**src/design/chtob_pkg.sv**
```systemverilog
`timescale 1ns / 1ps

package chtob_pkg;

	// Operation codes carried by func.
	localparam logic FUNC_INSERT = 1'b0;
	localparam logic FUNC_REMOVE = 1'b1;

	// Result status codes.
	localparam logic [2:0] ST_UPDATED   = 3'd0;
	localparam logic [2:0] ST_APPENDED  = 3'd1;
	localparam logic [2:0] ST_REMOVED   = 3'd2;
	localparam logic [2:0] ST_NOT_FOUND = 3'd3;
	localparam logic [2:0] ST_FULL      = 3'd4;

	// Newline bytes are skipped by the hash.
	localparam logic [7:0] NEWLINE_BYTE = 8'h0A;

	// Request from the sequencer to the hash unit.
	typedef struct packed {
		logic       start;
		logic [3:0] length;
	} hash_ctl_t;

endpackage

```
**src/design/chtob_hash.sv**
```systemverilog
`timescale 1ns / 1ps

module chtob_hash #(
	parameter int LABEL_BYTES = 8,
	parameter int BUCKETS     = 256
) (
	input  logic                       clk,
	input  logic                       arst_n,
	input  chtob_pkg::hash_ctl_t       ctl,
	input  logic [8*LABEL_BYTES-1:0]   label,
	output logic                       done,
	output logic [$clog2(BUCKETS)-1:0] bucket
);

	localparam int LW = 8 * LABEL_BYTES;
	localparam int BW = $clog2(BUCKETS);
	localparam logic [15:0] BK = 16'(BUCKETS);

	logic          run_q;
	logic          done_q;
	logic [3:0]    cnt_q;
	logic [7:0]    h_q;
	logic [LW-1:0] bytes_q;
	logic [BW-1:0] bucket_q;

	logic [7:0]  sum;
	logic [7:0]  h_next;
	logic [15:0] rem;

	assign sum = h_q + bytes_q[7:0];
	// Multiplying by 17 is the sum plus the sum shifted up four places.
	assign h_next = sum + {sum[3:0], 4'b0000};

	// Restoring reduction of the 8-bit hash by the bucket count.
	always_comb begin
		rem = {8'b0, h_q};
		for (int k = 7; k >= 0; k--) begin
			if (rem >= (BK << k)) begin
				rem = rem - (BK << k);
			end
		end
	end

	always_ff @(posedge clk or negedge arst_n) begin
		if (!arst_n) begin
			run_q  <= 1'b0;
			done_q <= 1'b0;
		end else begin
			if (ctl.start) begin
				done_q  <= 1'b0;
				run_q   <= 1'b1;
				cnt_q   <= ctl.length;
				h_q     <= '0;
				bytes_q <= label;
			end else if (run_q) begin
				if (cnt_q == 4'd0) begin
					run_q    <= 1'b0;
					done_q   <= 1'b1;
					bucket_q <= rem[BW-1:0];
				end else begin
					done_q <= 1'b0;
					if (bytes_q[7:0] != chtob_pkg::NEWLINE_BYTE) begin
						h_q <= h_next;
					end
					bytes_q <= bytes_q >> 8;
					cnt_q   <= cnt_q - 4'd1;
				end
			end else begin
				done_q <= 1'b0;
			end
		end
	end

	assign done   = done_q;
	assign bucket = bucket_q;

endmodule

```
**config.mk**
```make
export PLATFORM = sky130hd
export DESIGN_NAME = chtob_hash
export DESIGN_NICKNAME = d
export VERILOG_FILES = /design/src/design/chtob_pkg.sv /design/src/design/chtob_hash.sv
export SDC_FILE = /design/constraint.sdc
export NUM_CORES = 1
export LEC_CHECK = 0
export ABC_CLOCK_PERIOD_IN_PS = 6360
export BUFFER_PORTS_ARGS = -buffer_cell sky130_fd_sc_hd__buf_2
export CORE_MARGIN = 5
export CORE_UTILIZATION = 45
export DETAILED_ROUTE_END_ITERATION = 8
export PLACE_DENSITY = 0.7
export SETUP_SLACK_MARGIN = 0.15
export SLEW_MARGIN = 20
export SYNTH_ARGS = -nofsm -noshare
export SYNTH_HDL_FRONTEND = slang
export SYNTH_SLANG_ARGS = --single-unit
```
**constraint.sdc**
```tcl
create_clock -name clk -period 6.36 [get_ports clk]
set_clock_uncertainty 0.1 [all_clocks]
set_input_delay 1.908 -clock clk [delete_from_list [all_inputs] [get_ports clk]]
set_output_delay 1.908 -clock clk [all_outputs]
set_load 0.01 [all_outputs]
```
==> metrics, run 1 <==
outcome finished clean; global route overflow 0; io pins 80; critical path, cell by cell ha_1, inv_1, fa_1, nor2b_1, o21ai_0, a21oi_1, o21a_1, nor2_1, xnor2_1, ha_1, a21oi_2, xnor2_1, xnor2_1, mux2i_1, mux2_1; DRC Markers 0; Site Rows 34; PortBufs 79; final number of setup-violating endpoints 0; post-DR vias/cell 4.99; largest net degree at the start of global routing 80; P_leak 0.00186 uW; post-synthesis async set-or-reset flop share 0.0233; sequential element share of the synthesized area 0.650; CTS tree yes; R2R Setup Slk 2.88 ns; pre-CTS setup slack 2.49 ns; most frequent CP cell xnor2_1; Worst Max-Slew Pin Slew 0.981 ns; die area 10,800 um^2; cts hold-fix bufs 0; Syn-to-layout area delta 17.9%; layout cells sized above 1 0.479; Max FO, Critical Path 3; Die Span Y 104 um; initial antenna violation count 1; max cap viols 0; first-pass GRT wire length 11,000 um; required time worst endpoint 6.36 ns; cell area power density 298 nW/um^2; Total GRT Usage 0.130; Filler Cells Inserted 746; Clock Sinks 86; Final Cycle Share 0.547; vias 2,214; CP max-delay cell fa_1; CTS buffer count 9; count of antenna diodes in the layout 0; Yosys top cell by area edfxtp_1; hold crit path type register to register; synth unique cells 34; setup TNS 0 ns; GPL Wtd Cong 0.795; Final #Nets 415; PnR worst setup slack 2.88 ns; Iter 0 DRT Violations 133; largest vdd supply drop 0.144 mV; Crit path max-delay family adder cells; final hold violation count 0; yosys synthesis warning count 0; startpoint types register; worst skew pair latency 0.35 ns; Final Max Tran Viols 0; #FFs+latches synth 86; core area 8640 um^2; WL/cell 15.2 um; Crit. End Element register; Clk pin slew, worst setup/hold paths 0.08 ns; Mapped Nets 332; number of flops mapped to enable cells by yosys 84; RSZ-0062 raised after global routing no; Routed WL 6740 um; fmax 0.287 GHz; Commonest cells post-synth 84 x edfxtp_1, 58 x mux2_2, 12 x nor2_1; CTS root buffer clkbuf_8; crit-path max cell delay 0.40 ns; Starting Density 0.458; die width 104 um; syn avg cell area 16.0 um^2; Bufs and invs on worst path 1; most common cell in the netlist edfxtp_1; fin crit period 3.48 ns; ANT nets after route 0; Post-CTS Setup Inserts 0; Mapped Cells 248; relative slew slack 0.346; cell area after synthesis 3960 um^2; top-area cell type share of the netlist area 0.637; critical path class register to register; Longest Clk Path Bufs 2; ys flop type edfxtp_1; post_cts resized 0; Synth area leaders edfxtp_1 64%, mux2_2 16%, ha_1 3.5%; vias in the first global route 2,373; Pre-Repair DR Iteration Count 4; H-tree depth 3; CP Data Arrival Time 3.48 ns; post-DP HPWL 4880 um
[routing by layer]
layer / global-route usage / part of all wire
met4: 0.0629 / 0.020
met1: 0.149 / 0.40
met5: 0 / 0.0010
met2: 0.209 / 0.50
met3: 0.0547 / 0.077
[per-stage QoR]
step | instances | hold WS [ns] | power (uW) | utilization | area, um^2
CTS | 444 | 0.406 | 1410 | 0.540 | 4670
finish | 444 | 0.395 | 1390 | 0.540 | 4670
global placement | 428 | 0.349 | 1020 | 0.518 | 4470
detailed placement | 428 | 0.376 | 1030 | 0.518 | 4470
floorplan | 248 | 0.343 | 952 | - | 3960
global route | 444 | 0.423 | 1470 | 0.540 | 4670
[power by group]
part           internal, uW  total, uW  switching, uW  leakage, uW
combinational           153        293            141     0.000924
clock                   183        378            195    0.0000976
sequential              694        719           24.7     0.000843
total                  1030       1390            360      0.00186
[worst paths after layout]
kind / startpoint / endpoint / cells after the start
min reg2reg: h_q[7] / bucket[7] / 0
max reg2reg: h_q[0] / h_q[7] / 15
max in group asynchronous: arst_n / run_q / 1
min: h_q[7] / bucket[7] / 0
min in group asynchronous: arst_n / done / 1
max: h_q[0] / h_q[7] / 15
[registers in the layout, indices dropped and copies added, names as in the netlist]
register  count
run_q         1
done          1
bucket        8
h_q           8
bytes_q      64
cnt_q         4
[final cells by class]
cell class                      instances  area, um^2  share of cell area
Timing Repair Buffer                   82         418              0.0895
Sequential cell                        86        2570               0.551
Tap cell                              108         135              0.0290
Clock buffer                            9         124              0.0265
Multi-Input combinational cell        141        1300               0.279
Inverter                               11        41.3             0.00885
Clock inverter                          7        72.6              0.0155
[logic make-up (layout without fill, tap and decap cells)]
| kind of cell | after synthesis | count (layout) | synth area share |
|---|---|---|---|
| flops | 86 | 86 | 0.650 |
| mux | 66 | 66 | 0.186 |
| simple gates | 37 | 37 | 0.0490 |
| buf+inv | 21 | 109 | 0.0212 |
| compound gates | 16 | 16 | 0.0278 |
| fa+ha+maj | 13 | 13 | 0.0449 |
| xor+xnor | 9 | 9 | 0.0218 |
[placed cells by master (no fill, tap or decap), types with 2 or more instances in the layout]
master    count
edfxtp_1     84
buf_2        79
mux2_2       58
nor2_1       12
inv_1        11
ha_1         11
and2_1        9
clkbuf_8      9
xnor2_1       7
mux2i_1       7
nand2_1       4
a21o_1        4
o21ai_0       3
buf_4         3
nor2b_1       2
a21oi_1       2
and3_1        2
a21oi_2       2
a211oi_1      2
fa_1          2
inv_6         2
dfrtp_1       2
No activity file was read; power rests on OpenSTA's default activity.
==> run 2, diff against run 1 <==
- ABC_CLOCK_PERIOD_IN_PS: 6360 -> 2970
- PLACE_DENSITY: 0.7 -> 0.73
- clock period: 6.36 -> 2.97 ns (I/O delays scaled with it)
==> run 2 against run 1 <==
Against the previous run: the flow now finishes with violations (setup timing); cell area is 4.5% higher; first-iteration DRC count grew 11%; critical path depth unchanged; hold slack worse by 0.094 ns; via count grew 2.5%; critical path type unchanged.
==> metrics, run 2 (synthesis results as in run 1) <==
cell area power density 650 nW/um^2 (was 298 nW/um^2); Total GRT Usage 0.133 (was 0.130); R2R Setup Slk -0.23 ns (was 2.88 ns); global route overflow 0 (unchanged); vias 2,270 (was 2,214); Worst Max-Slew Pin Slew 0.471 ns (was 0.981 ns); Syn-to-layout area delta 23.1% (was 17.9%); PortBufs 79 (unchanged); critical path class register to register (unchanged); Starting Density 0.458 (unchanged); Finished Layout Cells 459 (was 444); hold crit path type input port to async pin (was register to register); H-tree depth 3 (unchanged); Core Util, Final 0.564 (was 0.540); final number of setup-violating endpoints 1 (was 0); DRC Markers 0 (unchanged); pre-CTS setup slack -0.285 ns (was 2.49 ns); final hold violation count 0 (unchanged); setup TNS -0.232 ns (was 0 ns); CTS buffer count 9 (unchanged); layout cells sized above 1 0.527 (was 0.479); post-DP HPWL 5130 um (was 4880 um); outcome finished with violations (was finished clean); Routed WL 6970 um (was 6740 um); startpoint types register (unchanged); Clock Sinks 86 (unchanged); commonest cells after routing, fill and taps aside 84 x edfxtp_1, 79 x buf_2, 58 x mux2_2 (unchanged); largest net degree at the start of global routing 49 (was 80); Site Rows 34 (unchanged); ANT nets after route 0 (unchanged); P_leak 0.00196 uW (was 0.00186 uW); count of antenna diodes in the layout 0 (unchanged); required time worst endpoint 2.97 ns (was 6.36 ns); CTS root buffer clkbuf_8 (unchanged); first-pass GRT wire length 11,600 um (was 11,000 um); most common cell after layout, fill and taps aside edfxtp_1 (unchanged); largest vdd supply drop 0.351 mV (was 0.144 mV); Worst setup startpoint bytes_q[0] (was h_q[0]); GPL Wtd Cong 0.758 (was 0.795); Clk pin slew, worst setup/hold paths 0.09 ns (was 0.08 ns); WL/cell 15.2 um (about the same); cts hold-fix bufs 0 (unchanged); Max FO, Critical Path 2 (was 3); Final Cycle Share 1.08 (was 0.547); die area 10,800 um^2 (unchanged); CP Data Arrival Time 3.21 ns (was 3.48 ns); core area 8640 um^2 (unchanged); Reg2Reg Launch Point bytes_q[0] (was h_q[0]); Crit. End Element register (unchanged); CTS tree yes (unchanged); failing checks setup timing; initial antenna violation count 0 (was 1); io pins 80 (unchanged); max cap viols 0 (unchanged); worst skew pair latency 0.35 ns (about the same); worst hold slack 0.301 ns (was 0.395 ns); fmax 0.312 GHz (was 0.287 GHz); Final Max Tran Viols 0 (unchanged); Biggest register bytes_q (unchanged); RSZ-0062 raised after global routing yes (was no); relative slew slack 0.686 (was 0.346); Final #Nets 430 (was 415); Largest register FFs 64 (unchanged); Die Span Y 104 um (unchanged); post-DR vias/cell 4.95 (was 4.99); die width 104 um (unchanged); Iter 0 DRT Violations 147 (was 133); vias in the first global route 2,419 (was 2,373); Pre-Repair DR Iteration Count 4 (unchanged); placed cells 440 (was 428); Longest Clk Path Bufs 2 (unchanged); fin crit period 3.20 ns (was 3.48 ns); PnR worst setup slack -0.232 ns (was 2.88 ns)
==> run 2: cell type report <==
type,instances,area (um^2)
Fill cell,731,3760
Sequential cell,86,2570
Multi-Input combinational cell,141,1340
Timing Repair Buffer,97,568
Tap cell,108,135
Clock buffer,9,124
Clock inverter,7,96.3
Inverter,11,41.3
==> run 2: critical path, stage by stage, from the launching register on <==
cell and delay [ns]:
edfxtp_1 0.36, ha_2 0.19, inv_2 0.04, fa_2 0.34, nor2b_2 0.13, o21ai_2 0.07, a21oi_2 0.14, o21a_1 0.12
nor2_1 0.04, xnor2_1 0.12, ha_1 0.31, a21oi_2 0.14, xnor2_1 0.14, xnor2_1 0.16, mux2i_1 0.21, mux2_1 0.33
==> run 2: metal layers <==
metal / wire [um] / vias to the layer above / share of wire / GRT usage
met4: 110 / 0 / 0.016 / 0.0555
met5: 0 / - / 0 / 0
met2: 3440 / 57 / 0.49 / 0.213
met3: 509 / 10 / 0.073 / 0.0435
met1: 2910 / 1080 / 0.42 / 0.165
li1: - / 1123 / - / -
==> run 2: final timing paths <==
path	to	depth (start not counted)
max in group asynchronous	done	1
setup reg to reg	h_q[7]	15
hold reg to reg	bucket[7]	0
min in group clk	bucket[7]	0
setup / recovery	h_q[7]	15
hold / removal	run_q	1
==> run 2: timing repair <==
item                                   in CTS  in global routing
pin swaps                                   2                  4
setup buffers                               1                  2
endpoints found under the hold margin       0                  0
setup endpoints to repair                   1                  2
gates resized for setup                     0                  6
==> run 2: report_power, final <==
group | switching (uW) | internal, uW
registers | 50.0 | 1480
logic | 325 | 400
clock network | 432 | 477
==> run 2: per-stage QoR <==
stage | power (uW) | instance area (um^2)
4_1_cts | 3180 | 4830
6_report | 3170 | 4870
2_1_floorplan | 2040 | 3970
3_3_place_gp | 2250 | 4600
3_5_place_dp | 2270 | 4600
5_1_grt | 3330 | 4870
